<file path="src/rtl/swpd_pkg.sv">
package swpd_pkg;

  localparam int unsigned LENGTH_BITS_DEF = 32;
  localparam int unsigned QUEUE_DEPTH_DEF = 4;
  localparam logic [31:0] SYNC_RESET      = 32'h5244_4950;
  localparam logic [7:0]  MAX_KNOWN_ID    = 8'd4;

  localparam logic KIND_PAYLOAD   = 1'b0;
  localparam logic KIND_SYNC_LOST = 1'b1;

  typedef enum logic [1:0] {
    PH_HUNT = 2'd0,
    PH_LEN  = 2'd1,
    PH_DATA = 2'd2
  } phase_t;

  typedef struct packed {
    logic       kind;
    logic [7:0] payload_byte;
    logic       is_id_byte;
    logic       is_last;
    logic       unknown_id;
  } rslt_t;

endpackage

</file>
<file path="src/rtl/swpd_front.sv">
module swpd_front #(
  parameter int unsigned LENGTH_BITS = swpd_pkg::LENGTH_BITS_DEF
) (
  input  logic              clk,
  input  logic              rst_n,
  input  logic              in_fire,
  input  logic [7:0]        in_data_byte,
  input  logic              cfg_fire,
  input  logic [31:0]       cfg_sync_word,
  output logic              push,
  output swpd_pkg::rslt_t   push_rslt
);

  localparam logic [LENGTH_BITS-1:0] LEN_ONE = LENGTH_BITS'(1);

  swpd_pkg::phase_t       phase_r, phase_nxt;
  logic [31:0]            sync_r;
  logic [31:0]            window_r, window_nxt;
  logic [2:0]             fill_r, fill_nxt;
  logic [1:0]             lbs_r, lbs_nxt;
  logic [31:0]            acc_r, acc_nxt;
  logic [LENGTH_BITS-1:0] remain_r, remain_nxt;
  logic                   mism_r, mism_nxt;
  logic                   expect_id_r, expect_id_nxt;

  always_ff @(posedge clk) begin
    if (!rst_n) begin
      phase_r     <= swpd_pkg::PH_HUNT;
      sync_r      <= swpd_pkg::SYNC_RESET;
      window_r    <= '0;
      fill_r      <= '0;
      lbs_r       <= '0;
      acc_r       <= '0;
      remain_r    <= '0;
      mism_r      <= 1'b0;
      expect_id_r <= 1'b0;
    end else begin
      phase_r     <= phase_nxt;
      window_r    <= window_nxt;
      fill_r      <= fill_nxt;
      lbs_r       <= lbs_nxt;
      acc_r       <= acc_nxt;
      remain_r    <= remain_nxt;
      mism_r      <= mism_nxt;
      expect_id_r <= expect_id_nxt;
      if (cfg_fire) begin
        sync_r <= cfg_sync_word;
      end
    end
  end

  always_comb begin
    phase_nxt     = phase_r;
    window_nxt    = window_r;
    fill_nxt      = fill_r;
    lbs_nxt       = lbs_r;
    acc_nxt       = acc_r;
    remain_nxt    = remain_r;
    mism_nxt      = mism_r;
    expect_id_nxt = expect_id_r;
    push          = 1'b0;
    push_rslt     = '0;
    if (in_fire) begin
      unique case (phase_r)
        swpd_pkg::PH_LEN: begin
          // length arrives little-endian, one byte per transaction
          acc_nxt = acc_r | (32'(in_data_byte) << {lbs_r, 3'b000});
          lbs_nxt = lbs_r + 2'd1;
          if (lbs_r == 2'd3) begin
            if (acc_nxt == 32'd0) begin
              // empty packet is dropped
              phase_nxt     = swpd_pkg::PH_HUNT;
              window_nxt    = '0;
              fill_nxt      = '0;
              lbs_nxt       = '0;
              acc_nxt       = '0;
              remain_nxt    = '0;
              expect_id_nxt = 1'b0;
            end else begin
              // saturate lengths that do not fit the counter
              if ((acc_nxt >> LENGTH_BITS) != 32'd0) begin
                remain_nxt = '1;
              end else begin
                remain_nxt = acc_nxt[LENGTH_BITS-1:0];
              end
              phase_nxt     = swpd_pkg::PH_DATA;
              expect_id_nxt = 1'b1;
              acc_nxt       = '0;
            end
          end
        end
        swpd_pkg::PH_DATA: begin
          push                   = 1'b1;
          push_rslt.kind         = swpd_pkg::KIND_PAYLOAD;
          push_rslt.payload_byte = in_data_byte;
          push_rslt.is_id_byte   = expect_id_r;
          push_rslt.is_last      = (remain_r <= LEN_ONE);
          push_rslt.unknown_id   = expect_id_r && (in_data_byte > swpd_pkg::MAX_KNOWN_ID);
          expect_id_nxt          = 1'b0;
          remain_nxt             = remain_r - LEN_ONE;
          if (remain_r <= LEN_ONE) begin
            phase_nxt     = swpd_pkg::PH_HUNT;
            window_nxt    = '0;
            fill_nxt      = '0;
            lbs_nxt       = '0;
            acc_nxt       = '0;
            remain_nxt    = '0;
            expect_id_nxt = 1'b0;
          end
        end
        default: begin
          // hunting, also covers the unused phase code
          phase_nxt  = swpd_pkg::PH_HUNT;
          window_nxt = {in_data_byte, window_r[31:8]};
          if (fill_r < 3'd4) begin
            fill_nxt = fill_r + 3'd1;
          end
          if (fill_nxt == 3'd4) begin
            if (window_nxt == sync_r) begin
              mism_nxt   = 1'b0;
              phase_nxt  = swpd_pkg::PH_LEN;
              lbs_nxt    = '0;
              acc_nxt    = '0;
              remain_nxt = '0;
              window_nxt = '0;
              fill_nxt   = '0;
            end else if (!mism_r) begin
              mism_nxt       = 1'b1;
              push           = 1'b1;
              push_rslt.kind = swpd_pkg::KIND_SYNC_LOST;
            end
          end
        end
      endcase
    end
  end

endmodule

</file>
<file path="src/rtl/swpd_queue.sv">
module swpd_queue #(
  parameter int unsigned DEPTH = swpd_pkg::QUEUE_DEPTH_DEF
) (
  input  logic            clk,
  input  logic            rst_n,
  input  logic            push,
  input  swpd_pkg::rslt_t push_rslt,
  output logic            full,
  output logic            out_valid,
  input  logic            out_stall,
  output swpd_pkg::rslt_t head
);

  localparam int unsigned AW = (DEPTH > 1) ? $clog2(DEPTH) : 1;
  localparam logic [AW-1:0] LAST_SLOT = AW'(DEPTH - 1);

  swpd_pkg::rslt_t slot_r [DEPTH];
  logic [AW-1:0]   wr_ptr_r, wr_ptr_nxt;
  logic [AW-1:0]   rd_ptr_r, rd_ptr_nxt;
  logic [AW:0]     count_r, count_nxt;
  logic            pop;

  assign full      = (count_r == (AW+1)'(DEPTH));
  assign out_valid = (count_r != '0);
  assign pop       = out_valid && !out_stall;
  assign head      = slot_r[rd_ptr_r];

  always_comb begin
    wr_ptr_nxt = wr_ptr_r;
    rd_ptr_nxt = rd_ptr_r;
    count_nxt  = count_r;
    if (push) begin
      wr_ptr_nxt = (wr_ptr_r == LAST_SLOT) ? '0 : wr_ptr_r + AW'(1);
    end
    if (pop) begin
      rd_ptr_nxt = (rd_ptr_r == LAST_SLOT) ? '0 : rd_ptr_r + AW'(1);
    end
    if (push && !pop) begin
      count_nxt = count_r + (AW+1)'(1);
    end else if (pop && !push) begin
      count_nxt = count_r - (AW+1)'(1);
    end
  end

  always_ff @(posedge clk) begin
    if (!rst_n) begin
      wr_ptr_r <= '0;
      rd_ptr_r <= '0;
      count_r  <= '0;
    end else begin
      wr_ptr_r <= wr_ptr_nxt;
      rd_ptr_r <= rd_ptr_nxt;
      count_r  <= count_nxt;
    end
  end

  always_ff @(posedge clk) begin
    if (push) begin
      slot_r[wr_ptr_r] <= push_rslt;
    end
  end

endmodule

</file>
<file path="src/rtl/sync_word_packet_deframer.sv">
// channel   direction  handshake           payload
// in_       input      in_valid/in_stall    in_data_byte[7:0]
// out_      output     out_valid/out_stall  out_kind, out_payload_byte[7:0], out_is_id_byte,
//                                           out_is_last, out_unknown_id
// cfg_      input      cfg_valid/cfg_ready  cfg_sync_word[31:0]
//
// one byte per cycle while in_stall is low: the front classifies and updates
// its state in the accepting cycle, a result is registered and appears on out_ from the queue
// rst_n is synchronous; after reset the block hunts with sync word 0x52444950
// in_stall rises only when the QUEUE_DEPTH-entry result queue is full
// cfg_ready is always high
module sync_word_packet_deframer #(
  parameter int unsigned LENGTH_BITS = swpd_pkg::LENGTH_BITS_DEF,
  parameter int unsigned QUEUE_DEPTH = swpd_pkg::QUEUE_DEPTH_DEF
) (
  input  logic        clk,
  input  logic        rst_n,
  input  logic        in_valid,
  output logic        in_stall,
  input  logic [7:0]  in_data_byte,
  output logic        out_valid,
  input  logic        out_stall,
  output logic        out_kind,
  output logic [7:0]  out_payload_byte,
  output logic        out_is_id_byte,
  output logic        out_is_last,
  output logic        out_unknown_id,
  input  logic        cfg_valid,
  output logic        cfg_ready,
  input  logic [31:0] cfg_sync_word
);

  logic            full;
  logic            in_fire;
  logic            push;
  swpd_pkg::rslt_t push_rslt;
  swpd_pkg::rslt_t head;

  assign in_stall  = full;
  assign in_fire   = in_valid && !full;
  assign cfg_ready = 1'b1;

  swpd_front #(
    .LENGTH_BITS (LENGTH_BITS)
  ) u_front (
    .clk           (clk),
    .rst_n         (rst_n),
    .in_fire       (in_fire),
    .in_data_byte  (in_data_byte),
    .cfg_fire      (cfg_valid),
    .cfg_sync_word (cfg_sync_word),
    .push          (push),
    .push_rslt     (push_rslt)
  );

  swpd_queue #(
    .DEPTH (QUEUE_DEPTH)
  ) u_queue (
    .clk       (clk),
    .rst_n     (rst_n),
    .push      (push),
    .push_rslt (push_rslt),
    .full      (full),
    .out_valid (out_valid),
    .out_stall (out_stall),
    .head      (head)
  );

  assign out_kind         = head.kind;
  assign out_payload_byte = head.payload_byte;
  assign out_is_id_byte   = head.is_id_byte;
  assign out_is_last      = head.is_last;
  assign out_unknown_id   = head.unknown_id;

endmodule
</file>
<file path="config.mk">
export PLATFORM = sky130hd
export DESIGN_NAME = sync_word_packet_deframer
export DESIGN_NICKNAME = d
export VERILOG_FILES = /design/src/rtl/swpd_pkg.sv /design/src/rtl/swpd_front.sv /design/src/rtl/swpd_queue.sv /design/src/rtl/sync_word_packet_deframer.sv
export SDC_FILE = /design/constraint.sdc
export NUM_CORES = 1
export LEC_CHECK = 0
export ABC_AREA = 1
export BUFFER_PORTS_ARGS = -buffer_cell sky130_fd_sc_hd__buf_4
export CAP_MARGIN = 10
export CORE_MARGIN = 8
export CORE_UTILIZATION = 45
export DETAILED_ROUTE_END_ITERATION = 16
export SETUP_SLACK_MARGIN = 0.3
export SYNTH_ARGS = -nofsm -noshare
export SYNTH_HDL_FRONTEND = slang
export SYNTH_SLANG_ARGS = --single-unit
export TNS_END_PERCENT = 20
</file>
<file path="constraint.sdc">
create_clock -name clk -period 6.5 [get_ports clk]
set_clock_uncertainty 0.05 [all_clocks]
set_input_delay 0.325 -clock clk [delete_from_list [all_inputs] [get_ports clk]]
set_output_delay 0.325 -clock clk [all_outputs]
set_load 0.1 [all_outputs]
</file>
=== After elaboration in Yosys (flattened, before gate mapping) ===
Memories as Yosys holds them, arrays and structs flattened. A register that Yosys moved wholly into a read port is not among the register bits.
Index checks and enable logic that the tools add are counted.

* $add $sub $neg: 7
* Order comparisons: 3
* Eq/ne operators: 11
* Shifts and indexed selects: 1
* Muxes and demuxes: 54
* Bitwise operators: 2
* Reduce and logical (&&, ||, !) cells: 22

{| class="wikitable"
|+ Operator list
! cell !! number
|-
| 2-to-1 mux 32 bit || 11
|-
| one-hot mux 32 bit (2 select lines) || 3
|-
| equality test 32 bit || 1
|-
| less-or-equal comparator 32 x 1 -> 1 bit (second input constant) || 1
|-
| logical NOT 32 bit || 1
|-
| OR 32 bit || 1
|-
| left shift 8 x 5 -> 32 bit || 1
|-
| subtractor 32 x 1 -> 32 bit (second input constant) || 1
|-
| 2-to-1 mux 3 bit || 10
|-
| 2-to-1 mux 2 bit || 12
|-
| 2-to-1 mux 12 bit || 1
|-
| AND reduction 4 bit || 3
|-
| 2-to-1 mux 1 bit || 11
|-
| 2-to-1 mux 11 bit || 1
|-
| AND reduction 3 bit || 3
|-
| nonzero test 3 bit || 3
|-
| equality test 2 bit (second input constant) || 4
|-
| > comparator 8 x 3 -> 1 bit (second input constant) || 1
|-
| one-hot mux 2 bit (2 select lines) || 2
|-
| adder 2 x 1 -> 2 bit (second input constant) || 3
|-
| adder 3 x 1 -> 3 bit (second input constant) || 2
|-
| equality test 3 bit (second input constant) || 2
|-
| inequality test 2 x 1 -> 1 bit (second input constant) || 3
|-
| one-hot mux 3 bit (2 select lines) || 1
|-
| other kinds (9) || 18
|}

* Flip-flop bits (word level): 144
* Memory bits (writable): 48
* Output and inout port bits: 15
* Memories: 1

{| class="wikitable"
|+ Memories
! name !! depth !! bits a word !! rd ports !! clocked after memory_dff !! wr ports !! RTL line !! text
|-
| u_queue.slot_r || 4 || 12 || 1 || 1 || 1 || swpd_queue.sv:17 || <nowiki>swpd_pkg::rslt_t slot_r [DEPTH];</nowiki>
|}

=== Logic depth before layout (Yosys ltp) ===
Gate-level depths: netlist of the first run.

* Depth after elaboration: 12
* Mapped depth: 17

=== Hierarchy ===
Synthesis of the first run repeated with hierarchy kept, for this count alone.

* Cell total of the unflattened synthesis: 1445
* Area, all modules: 9933.3 µm²

{| class="wikitable"
|+ Modules (own cells, without submodules)
! module !! instances !! cells each !! area each (µm²) !! sequential area each (µm²)
|-
| swpd_front || 1 || 1260 || 7649.8 || 2582.5
|-
| swpd_queue || 1 || 181 || 2262.2 || 1621.6
|-
| sync_word_packet_deframer || 1 || 4 || 21.3 || 0.0
|}

=== Worst setup path after synthesis of the first run ===
OpenSTA, ideal clock, no wires.

* Path type: register to register
* From: register u_front.fill_r[0]
* To: register u_queue.count_r[2]
* Setup time: 0.122 ns
* Arrival time: 2.572 ns
* Required time: 6.328 ns
* Slack: 3.756 ns
* Cell stages (with the launch flop): 16
* Buffers on the path: 0
* Cell sequence: dfxtp_1 > ha_1 > inv_1 > o21ai_0 > nor3_1 > inv_1 > nor3_1 > nand3_1 > nand2_1 > ha_1 > inv_1 > fa_1 > a21oi_1 > o21ai_0 > o21ai_0 > a21oi_1

* Cells in the longest elaborated chain, start to end: 11

{| class="wikitable"
|+ RTL lines
! element !! RTL line !! text
|-
| start, declared || swpd_front.sv:19 || <nowiki>logic [2:0] fill_r, fill_nxt;</nowiki>
|-
| start signal, assigned || swpd_front.sv:40 || <nowiki>fill_r <= fill_nxt;</nowiki>
|-
| adder 3 x 1 -> 3 bit or less-than comparator 3 bit (tied branches) || swpd_front.sv:116, swpd_front.sv:115 ||
|-
| 2-to-1 mux 3 bit (*) || swpd_front.sv:115 || <nowiki>if (fill_r < 3'd4) begin</nowiki>
|-
| 2-to-1 mux 3 bit (*) || swpd_front.sv:64 || <nowiki>unique case (phase_r)</nowiki>
|-
| 2-to-1 mux 3 bit (*) || swpd_front.sv:63 || <nowiki>if (in_fire) begin</nowiki>
|-
| equality test 3 bit (*) || swpd_front.sv:118 || <nowiki>if (fill_nxt == 3'd4) begin</nowiki>
|-
| 2-to-1 mux 1 bit (*) || swpd_front.sv:118 ||
|-
| one-hot mux 1 bit (2 select lines) (*) || swpd_front.sv:64 ||
|-
| 2-to-1 mux 1 bit (*) || swpd_front.sv:63 ||
|-
| named net push || sync_word_packet_deframer.sv:35 || <nowiki>logic push;</nowiki>
|-
| logical NOT 1 bit || swpd_queue.sv:40 || <nowiki>end else if (pop && !push) begin</nowiki>
|-
| logical AND 1 bit || swpd_queue.sv:40 ||
|-
| nonzero test 2 bit (no source line) || -- ||
|-
| end signal, assigned || swpd_queue.sv:53 || <nowiki>count_r <= count_nxt;</nowiki>
|-
| end, declared || swpd_queue.sv:20 || <nowiki>logic [AW:0] count_r, count_nxt;</nowiki>
|}

The timed path passes the listed nets; every way through them passes the cells marked *. The select of a mux whose other input is x is not followed.
A chain may end at the register's enable or synchronous reset.

=== Worst setup path in the final report of the first run ===
* From: register u_front.remain_r[0]
* To: register u_front.window_r[14]

* Cells in the longest elaborated chain, start to end: 3

{| class="wikitable"
|+ RTL lines
! element !! RTL line !! text
|-
| start, declared || swpd_front.sv:22 || <nowiki>logic [LENGTH_BITS-1:0] remain_r, remain_nxt;</nowiki>
|-
| start signal, assigned || swpd_front.sv:43 || <nowiki>remain_r <= remain_nxt;</nowiki>
|-
| less-or-equal comparator 32 x 1 -> 1 bit || swpd_front.sv:101 || <nowiki>if (remain_r <= LEN_ONE) begin</nowiki>
|-
| inequality test 2 x 1 -> 1 bit (no source line) || -- ||
|-
| AND reduction 4 bit (no source line) || -- ||
|-
| end signal, assigned || swpd_front.sv:39 || <nowiki>window_r <= window_nxt;</nowiki>
|-
| end, declared || swpd_front.sv:18 || <nowiki>logic [31:0] window_r, window_nxt;</nowiki>
|}

Every way passes these cells.

==> impl_metrics.env, run 1 <==
export IMPL_clkSlewWorstSetupHoldPaths_ps=70
export IMPL_std_cell_rows=53
export IMPL_cts_root_buf="clkbuf_16"
export IMPL_drt_pass1_iter_count=5
export IMPL_grt_max_degree=90
export IMPL_required_ps=6820
export IMPL_status="complete, no violations"
export IMPL_yosys_cell_types_count=39
export IMPL_leakage_nw=4.577
export IMPL_synth_ff_type="dfxtp_1"
export IMPL_multiInputGateArea_sq_um=4786
export IMPL_clk_path_buf_depth=2
export IMPL_htreeDepth=4
export IMPL_critPathArrivalTime_ps=3610
export IMPL_reg2reg_slack_ps=3210
export IMPL_worst_path_max_fanout=23
export IMPL_via_per_inst=5.046
export IMPL_cts_hold_buf=0
export IMPL_final_util=0.5122
export IMPL_layout_nets=1465
export IMPL_grtUsageMet1=0.2617
export IMPL_synth_async_reset_ratio=0
export IMPL_start_util=0.4594
export IMPL_clkLatencyLatePin_ps=430
export IMPL_grt_pass1_wl_mm=41.51
export IMPL_synth_edf_count=48
export IMPL_r2r_start="u_front.remain_r[0]"
export IMPL_period_needed_ps=3290
export IMPL_cts_resized=0
export IMPL_core_sq_um=21020
export IMPL_final_max_slew_viol_count=0
export IMPL_n_antenna_cell=0
export IMPL_final_seq_area_sq_um=4204
export IMPL_fin_crit_sh=0.5062
export IMPL_post_drt_wl_per_cell_microns=15.32
export IMPL_crit_path_start="u_front.remain_r[0]"
export IMPL_synth_most_common_cell="nand2_1"
export IMPL_grt_busiest_layer="met2"
export IMPL_cts_tree="yes"
export IMPL_io_buffers=58
export IMPL_setup_tns_ps=0
export IMPL_met2_usage=0.3197
export IMPL_setup_viol=0
export IMPL_synth_top_cell_area_share=0.2861
export IMPL_tightest_slew_ps=1096
export IMPL_ir_worst_vdd_v=0.0001970
export IMPL_cp_start_kind="flip-flop"
export IMPL_drv_cap=0
export IMPL_grt_pass1_vias=7849
export IMPL_num_fill_cells=2132
export IMPL_synth_common_cells="nand2_1, nor2_1, dfxtp_1, inv_1, o21ai_0"
export IMPL_chipHeight_microns=162.5
export IMPL_globalplace_congestion=0.9090
export IMPL_grt_use_met3=0.03236
export IMPL_rr_worst_depth=14
export IMPL_r2r_end="u_front.window_r[14]"
export IMPL_syn_num_nets=1447
export IMPL_fp_dieW_microns=162.5
export IMPL_grt_ovfl_total=0
export IMPL_ys_seq_area_frac=0.4353
export IMPL_synth_area_per_cell_sq_um=6.952
export IMPL_routed_wl_mm=25.96
export IMPL_grtUsageTotal=0.1963
export IMPL_antenna_found_initial=0
export IMPL_cp_endpoint="u_front.window_r[14]"
export IMPL_p_per_area_nw_per_um2=339.4
export IMPL_ys_seq_elements=186
export IMPL_io_pins=60
export IMPL_yosysTopAreaCell="dfxtp_1"
export IMPL_cts_made_buffers=17
export IMPL_cp_end_kind="flip-flop"
export IMPL_fp_dieArea_sq_um=26400
export IMPL_synth_area_sq_um=9657
export IMPL_clock_sinks=186
export IMPL_dp_cells=1661
export IMPL_critPathKind="reg2reg"
export IMPL_slew_headroom=0.2665
export IMPL_drive_above_1_share=0.08175
export IMPL_detail_route_antenna_nets=0
export IMPL_synth_warnings=0
export IMPL_syn_inst=1389
export IMPL_hold_viol=0
export IMPL_post_cts_setup_buffer_count=0
export IMPL_dp_hpwl_mm=17.85
export IMPL_hp_class="in2reg"
export IMPL_rsz0062_at_grt="no"
export IMPL_route_vias_total=8548
export IMPL_drc=0
export IMPL_instances_no_fill=1694
export IMPL_drtIter0Drc=580
export IMPL_synth_area_top_cells="dfxtp_1, nand2_1, edfxtp_1, nor2_1, o21ai_0"
export IMPL_fmax_ghz=0.3039
export IMPL_syn_to_final_growth_pct=11.49
[registers in the layout, indices dropped and copies added, names as in the netlist, 3 cells and up, named ones only]
name              cells
u_queue.slot_r       48
u_front.acc_r        32
u_front.remain_r     32
u_front.sync_r       32
u_front.window_r     24
u_front.fill_r        3
u_queue.count_r       3
[layout by cell type (no fill, tap or decap), drive strengths merged]
master,count
xor2,11
conb,1
xnor2,33
nand3,57
buf,66
nand3b,2
bufinv,3
nand4,6
or2,1
o21ai,82
nor3,4
a2111oi,1
a21oi,77
o21bai,24
o211a,1
edfxtp,48
o211ai,1
nand2,416
fa,1
a31oi,3
nor2,296
clkinv,6
clkbuf,19
o22ai,13
ha,12
dfxtp,138
clkinvlp,1
inv,96
[cell families after synthesis]
logic type	synth area share
and+or+nand+nor	0.3196
AOI/OAI and AO/OA	0.1167
DFF	0.4353
buffers and inverters	0.07035
xor gates and xnor gates	0.03991
adders and majority gates	0.01762
other	0.0003883
[worst min-delay path by stage]
stage | start | end | slack [ps] | depth (start not counted)
after floorplan | u_front.sync_r[13] | u_front.sync_r[13] | 400 | 2
final | cfg_sync_word[30] | u_front.sync_r[30] | 60 | 3
after global placement | u_front.acc_r[2] | u_front.acc_r[2] | 410 | 2
after detailed placement | u_front.acc_r[2] | u_front.acc_r[2] | 420 | 2
after CTS | cfg_sync_word[22] | u_front.sync_r[22] | 50 | 3
after global routing | cfg_sync_word[3] | u_front.sync_r[3] | 60 | 3
[layer usage]
| layer | vias up | wire, microns |
|---|---|---|
| met5 | - | 0 |
| met4 | 0 | 490 |
| met3 | 33 | 1196 |
| met2 | 169 | 11870 |
| met1 | 3903 | 12400 |
| li1 | 4443 | - |
[stage by stage]
| step | cell area, sq um | power [mW] | worst slack, ps | hold WS [ps] |
|---|---|---|---|---|
| floorplan | 9657 | 2.354 | 3756 | 398.2 |
| global placement | 10170 | 2.618 | 3234 | 406.4 |
| detailed placement | 10170 | 2.625 | 3141 | 416.4 |
| CTS | 10750 | 3.682 | 3124 | 47.10 |
| global route | 10770 | 3.841 | 2863 | 59.02 |
| finish | 10770 | 3.655 | 3210 | 62.03 |
[worst max-delay path: stages, from the launching register on]
cell and delay (ps):
dfxtp_1 340, inv_1 110, ha_1 230, nand2_2 120, nor2_4 170, nand2_2 100, nand2_1 70, nand2_1 150
nand2_2 400, inv_2 280, nor2_4 470, nand2_4 270, clkinv_2 280, nor2_1 70, nor2_1 90
[where the power goes]
part           switching (mW)  leakage (nW)  total [mW]  internal (mW)
Clock                   0.451         0.292        1.05          0.604
Combinational           0.897          2.76        1.23          0.329
Sequential             0.0883          1.52        1.37           1.29
Total                    1.44          4.58        3.65           2.22
[cell type report]
class / instances / area share
clock inverters: 12 / 0.01395
multi-input cells: 1042 / 0.4445
well taps: 275 / 0.03196
inverters: 94 / 0.03289
flip-flops and latches: 186 / 0.3905
repair buffers: 66 / 0.04602
clock buffers: 19 / 0.04021
No activity file was read; power rests on OpenSTA's default activity.
==> run 2: changes to the inputs <==
--- a/config.mk
+++ b/config.mk
@@ -5,7 +5,7 @@
 export SDC_FILE = /design/constraint.sdc
 export NUM_CORES = 1
 export LEC_CHECK = 0
-export ABC_AREA = 1
+export ABC_AREA = 0
 export BUFFER_PORTS_ARGS = -buffer_cell sky130_fd_sc_hd__buf_4
 export CAP_MARGIN = 10
 export CORE_MARGIN = 8
==> constraint.sdc (replaced) <==
create_clock -name clk -period 3.2 [get_ports clk]
set_clock_uncertainty 0.05 [all_clocks]
set_input_delay 0.16 -clock clk [delete_from_list [all_inputs] [get_ports clk]]
set_output_delay 0.16 -clock clk [all_outputs]
set_load 0.1 [all_outputs]
==> run 2 against run 1 <==
- count of clock-buffer cells in the layout up 1
- die area down 9.2%
- synthesized area down 10%
- setup slack worse by 2900 ps
- synthesized cell count down 38%
- final cell count down 28%
==> impl_metrics.env, run 2 <==
export IMPL_status="complete, no violations"
export IMPL_grt_pass1_vias=7193
export IMPL_synth_area_sq_um=8678
export IMPL_synth_area_top_cells="dfxtp_1, edfxtp_1, nor2_1, mux2i_1, a21oi_1"
export IMPL_met2_usage=0.3372
export IMPL_power_mw=6.350
export IMPL_core_sq_um=18830
export IMPL_design_area_sq_um=10460
export IMPL_io_pins=60
export IMPL_max_flop_register="u_queue.slot_r"
export IMPL_synth_adder_area_share=0.01961
export IMPL_cts_root_buf="clkbuf_16"
export IMPL_cts_tree="yes"
export IMPL_detail_route_antenna_nets=0
export IMPL_final_util=0.5554
export IMPL_ys_seq_area_frac=0.4844
export IMPL_grt_pass1_wl_mm=38.24
export IMPL_synth_common_cells="dfxtp_1, nor2_1, a21oi_1, edfxtp_1, mux2i_1"
export IMPL_n_antenna_cell=0
export IMPL_grt_use_met3=0.03102
export IMPL_yosys_cell_types_count=63
export IMPL_rsz0062_at_grt="yes"
export IMPL_synth_xor_area_frac=0.03734
export IMPL_synth_area_per_cell_sq_um=10.02
export IMPL_synth_warnings=0
export IMPL_layout_common_cells="dfxtp_1, nor2_1, buf_4"
export IMPL_worst_hold_path_num_cells=2
export IMPL_hp_class="in2reg"
export IMPL_critPathArrivalTime_ps=3180
export IMPL_num_fill_cells=1648
export IMPL_drive_above_1_share=0.1707
export IMPL_final_max_slew_viol_count=0
export IMPL_fp_dieW_microns=154.9
export IMPL_cp_end_kind="flip-flop"
export IMPL_drc=0
export IMPL_slew_headroom=0.4594
export IMPL_required_ps=3510
export IMPL_largest_reg_flops=48
export IMPL_worst_path_max_fanout=5
export IMPL_drt_pass1_iter_count=5
export IMPL_dpl_cell_area_sq_um=9434
export IMPL_critPathKind="reg2reg"
export IMPL_drv_cap=0
export IMPL_grt_ovfl_total=0
export IMPL_synth_compound_area_frac=0.1785
export IMPL_synthMuxAreaShare=0.07612
export IMPL_grt_busiest_layer="met2"
export IMPL_grtUsageTotal=0.1989
export IMPL_via_per_inst=5.917
export IMPL_io_buffers=58
export IMPL_syn_to_final_growth_pct=20.52
export IMPL_ir_worst_vdd_v=0.0004041
export IMPL_syn_num_nets=924
export IMPL_routed_wl_mm=24.12
export IMPL_cts_made_buffers=17
export IMPL_synth_edf_count=48
export IMPL_htreeDepth=4
export IMPL_synth_async_reset_ratio=0
export IMPL_synth_ff_type="dfxtp_1"
export IMPL_hold_viol=0
export IMPL_yosysTopAreaCell="dfxtp_1"
export IMPL_route_vias_total=7225
export IMPL_cp_start_kind="flip-flop"
export IMPL_grtUsageMet1=0.2513
export IMPL_tightest_slew_ps=809.9
export IMPL_ys_seq_elements=186
export IMPL_synth_top_family_by_area="compound AO/OA/AOI/OAI gates"
export IMPL_synth_simple_area_share=0.1655
export IMPL_grt_max_degree=50
export IMPL_antenna_found_initial=0
export IMPL_final_common_cell="dfxtp_1"
export IMPL_clkLatencyLatePin_ps=430
export IMPL_synth_most_common_cell="dfxtp_1"
export IMPL_rr_worst_depth=13
export IMPL_std_cell_rows=50
export IMPL_post_drt_wl_per_cell_microns=19.76
export IMPL_chipHeight_microns=154.9
export IMPL_fin_crit_sh=0.8981
export IMPL_start_util=0.4609
export IMPL_dp_hpwl_mm=16.26
export IMPL_setup_tns_ps=0
export IMPL_clock_sinks=186
export IMPL_clk_path_buf_depth=2
export IMPL_period_needed_ps=2874
export IMPL_drtIter0Drc=641
export IMPL_fp_dieArea_sq_um=23980
export IMPL_layout_nets=1006
export IMPL_preCtsSetupSlack_ps=92.56
export IMPL_p_per_area_nw_per_um2=607.2
export IMPL_worst_slack_ps=326.1
export IMPL_synth_top_cell_area_share=0.3183
export IMPL_syn_inst=866
export IMPL_clkSlewWorstSetupHoldPaths_ps=80
export IMPL_setup_viol=0
export IMPL_globalplace_congestion=0.8284
export IMPL_leakage_nw=4.232
export IMPL_fmax_ghz=0.3480
==> run 2: cell types whose count changed in the layout (fill, tap and decap cells not counted), sizes merged, moves of 25 or more <==
cell	change
xnor2	-32
a41oi	+32
xor2	+25
nand3	-48
o21ai	-69
nor2	-185
inv	-69
nand2	-377
dlygate4sd3	+32
mux2i	+39
==> run 2: final timing paths <==
path                                           end          startpoint  slack (ps)
worst max-delay path            u_queue.count_r[2]   u_front.fill_r[0]         330
worst min-delay path            u_front.sync_r[25]               rst_n          20
worst max register to register  u_queue.count_r[2]   u_front.fill_r[0]         330
worst min register to register  u_front.phase_r[0]  u_front.phase_r[0]         440
==> run 2: per-stage QoR <==
| stage | instances | hold WS, ps |
|---|---|---|
| after floorplan | 866 | 239.0 |
| after global placement | 1152 | 326.0 |
| after detailed placement | 1152 | 330.2 |
| after CTS | 1218 | 5.620 |
| after global routing | 1221 | 16.49 |
| final | 1221 | 20.33 |
==> run 2: power breakdown <==
group          internal, mW  switching (mW)  total [mW]  leakage, nW
logic                 0.493            1.12        1.61         2.43
clock network          1.14           0.986        2.12        0.292
registers              2.49           0.127        2.62         1.51
total                  4.12            2.23        6.35         4.23
==> run 2: worst max-delay path: stages, from the launching register on <==
cell       delay (ps)
dfxtp_4           370
ha_4              250
nor4bb_4          340
o2111ai_2         190
nand2b_4          180
a21oi_4           150
a21oi_4            60
inv_2             100
ha_4              130
inv_1              50
fa_2              330
xor2_1            150
or3_1             310
a21oi_1           140
==> run 2: what timing repair did <==
action / 4_1_cts / 5_1_grt
hold buffers: 32 / 0
hold endpoints to repair: 32 / 0
setup buffers: 2 / 3
pin swaps: 2 / 6
gates resized for setup: 6 / 6
setup endpoints to repair: 1 / 29
==> run 2: layer usage <==
metal | up-vias | share of wire
li1 | 3392 | -
met1 | 3572 | 0.44
met2 | 226 | 0.49
met3 | 35 | 0.044
met4 | 0 | 0.021
met5 | - | 0
==> run 2: final cells by class <==
| type | instances | area [sq um] | area share |
|---|---|---|---|
| Multi-Input combinational cell | 601 | 4249 | 0.4063 |
| Inverter | 20 | 75.07 | 0.007178 |
| Timing Repair Buffer | 122 | 996.0 | 0.09523 |
| Tap cell | 260 | 325.3 | 0.03110 |
| Clock inverter | 12 | 117.6 | 0.01125 |
| Sequential cell | 186 | 4213 | 0.4028 |
| Clock buffer | 20 | 483.0 | 0.04618 |
==> run 2: cell families (layout without fill, tap and decap cells) <==
logic type / after synthesis / in the layout
compound gates: 219 / 219
xor+xnor: 37 / 37
other cells: 1 / 1
buf+inv: 79 / 174
fa+ha+maj: 13 / 13
mux: 51 / 51
flops: 186 / 186
simple gates: 280 / 280
==> run 3: changes to the inputs <==
--- a/config.mk
+++ b/config.mk
@@ -6,7 +6,7 @@
 export NUM_CORES = 1
 export LEC_CHECK = 0
 export ABC_AREA = 0
-export BUFFER_PORTS_ARGS = -buffer_cell sky130_fd_sc_hd__buf_4
+export BUFFER_PORTS_ARGS = -buffer_cell sky130_fd_sc_hd__buf_2
 export CAP_MARGIN = 10
 export CORE_MARGIN = 8
 export CORE_UTILIZATION = 45
==> run 3 against run 2 <==
- sequential share of layout area up 0.093 points
- routed wire length decreased by 4.8%
- cell area fell by 0.41%
- combinational power is 4% lower
- count of clock-buffer cells in the layout down 1
- sequential power is essentially flat
- clock power is 4% higher
- global-route usage shrank 0.44 points
- worst hold slack better by 52 ps
- fmax is 0.41% lower
- critical endpoint unchanged
- largest power group unchanged
- highest routed layer unchanged
==> impl_metrics.env, run 3 (synthesis results as in run 2) <==
export IMPL_status="complete, no violations"
export IMPL_final_common_cell="dfxtp_1"
export IMPL_cts_tree="yes"
export IMPL_syn_to_final_growth_pct=20.03
export IMPL_grt_ovfl_total=0
export IMPL_drtIter0Drc=613
export IMPL_layout_common_cells="dfxtp_1, nor2_1, a21oi_1"
export IMPL_fmax_ghz=0.3465
export IMPL_via_per_inst=5.710
export IMPL_period_needed_ps=2886
export IMPL_htreeDepth=4
export IMPL_required_ps=3520
export IMPL_drv_cap=0
export IMPL_cp_end_kind="flip-flop"
export IMPL_critPathBufInv=2
export IMPL_crit_chain="ha_4 -> nor4bb_4 -> o2111ai_2 -> nand2b_4 -> a21oi_2 -> a21oi_2 -> inv_2 -> ha_4 -> inv_1 -> fa_2 -> xor2_1 -> or3_1 -> a21oi_1"
export IMPL_post_drt_wl_per_cell_microns=18.62
export IMPL_dp_cells=1166
export IMPL_hp_class="in2reg"
export IMPL_fp_dieW_microns=154.9
export IMPL_cpMaxStageDelayCell="dfxtp_1"
export IMPL_cts_made_buffers=17
export IMPL_clkLatencyLatePin_ps=440
export IMPL_detail_route_antenna_nets=0
export IMPL_max_flop_register="u_queue.slot_r"
export IMPL_critPathKind="reg2reg"
export IMPL_clkSlewWorstSetupHoldPaths_ps=70
export IMPL_grt_pass1_vias=6912
export IMPL_setup_viol=0
export IMPL_instances_no_fill=1234
export IMPL_tightest_slew_ps=941.0
export IMPL_power_mw=6.365
export IMPL_routed_wl_mm=22.97
export IMPL_leakage_nw=4.267
export IMPL_route_vias_total=7046
export IMPL_layout_nets=1019
export IMPL_fp_dieArea_sq_um=23980
export IMPL_slew_headroom=0.3726
export IMPL_grt_max_degree=50
export IMPL_cts_root_buf="clkbuf_16"
export IMPL_design_area_sq_um=10420
export IMPL_antenna_found_initial=0
export IMPL_whs_ps=72.56
export IMPL_dpl_cell_area_sq_um=9407
export IMPL_largest_reg_flops=48
export IMPL_fin_crit_sh=0.9018
export IMPL_drt_pass1_iter_count=5
export IMPL_final_max_slew_viol_count=0
export IMPL_ir_worst_vdd_v=0.0004306
export IMPL_hold_viol=0
export IMPL_drc=0
export IMPL_chipHeight_microns=154.9
export IMPL_io_pins=60
export IMPL_grtUsageTotal=0.1945
export IMPL_globalplace_congestion=0.8257
export IMPL_dp_hpwl_mm=15.53
export IMPL_drive_above_1_share=0.1797
export IMPL_core_sq_um=18830
export IMPL_grt_pass1_wl_mm=36.98
export IMPL_n_antenna_cell=0
export IMPL_critPathArrivalTime_ps=3200
export IMPL_rsz0062_at_grt="yes"
export IMPL_worst_path_max_fanout=5
export IMPL_cpLargestDelayFamily="simple AND/OR/NAND/NOR gates"
export IMPL_io_buffers=58
export IMPL_setup_tns_ps=0
export IMPL_slowest_delay_ps=410
export IMPL_start_util=0.4609
export IMPL_p_per_area_nw_per_um2=611.0
export IMPL_clk_path_buf_depth=2
export IMPL_cp_start_kind="flip-flop"
export IMPL_clock_sinks=186
export IMPL_std_cell_rows=50
run 3: changes by cell type in the layout (fill, tap and decap cells not counted), moves of 2 or more:
cell | before | now
a21oi_2 | 0 | 2
a21oi_4 | 3 | 1
buf_2 | 0 | 58
buf_4 | 90 | 44
clkinv_4 | 3 | 1
dfxtp_1 | 135 | 137
dfxtp_4 | 2 | 0
inv_6 | 1 | 3
run 3: repair_timing:
action,in CTS,in global routing
hold endpoints to repair,32,0
resized for setup,1,5
endpoints found under the setup margin,1,30
hold buffers,32,0
setup buffers,3,1
pin swaps,2,1
run 3: area by class of cell:
type	count	area (sq um)
multi-input cells	601	4234
fillers	1724	8414
flip-flops and latches	186	4205
clock buffers	19	475.5
inverters	20	75.07
well taps	260	325.3
repair buffers	135	960.9
clock inverters	13	140.1
run 3: power by group:
part	internal (mW)	leakage, nW	switching, mW
Combinational	0.435	2.45	1.10
Clock	1.20	0.305	1.01
Sequential	2.49	1.51	0.127
Total	4.13	4.27	2.24
run 3: per-layer routing:
metal,vias up,track usage,part of all wire
li1,3431,-,-
met1,3378,0.2582,0.47
met2,183,0.3036,0.46
met3,54,0.03324,0.038
met4,0,0.09193,0.030
met5,-,0,0
run 3: worst reg2reg max path, cell delays in order (launching register included):
cell and delay [ps]:
dfxtp_1 410, ha_4 240, nor4bb_4 320, o2111ai_2 150, nand2b_4 170, a21oi_2 130
a21oi_2 60, inv_2 100, ha_4 140, inv_1 50, fa_2 380, xor2_1 180
or3_1 310, a21oi_1 120
run 3: worst paths after layout:
path / slack (ps) / to / start / cells after the start
max: 310 / u_queue.count_r[2] / u_front.fill_r[1] / 13
min: 70 / flip-flop / out_stall / 4
max reg2reg: 310 / u_queue.count_r[2] / u_front.fill_r[1] / 13
min reg2reg: 440 / u_front.remain_r[20] / u_front.remain_r[20] / 2
run 3: per-stage QoR:
step / setup WS [ps] / util
2_1_floorplan: 307.7 / -
3_3_place_gp: 276.9 / 0.4995
3_5_place_dp: 171.7 / 0.4995
4_1_cts: 308.7 / 0.5508
5_1_grt: 92.58 / 0.5532
6_report: 314.3 / 0.5532
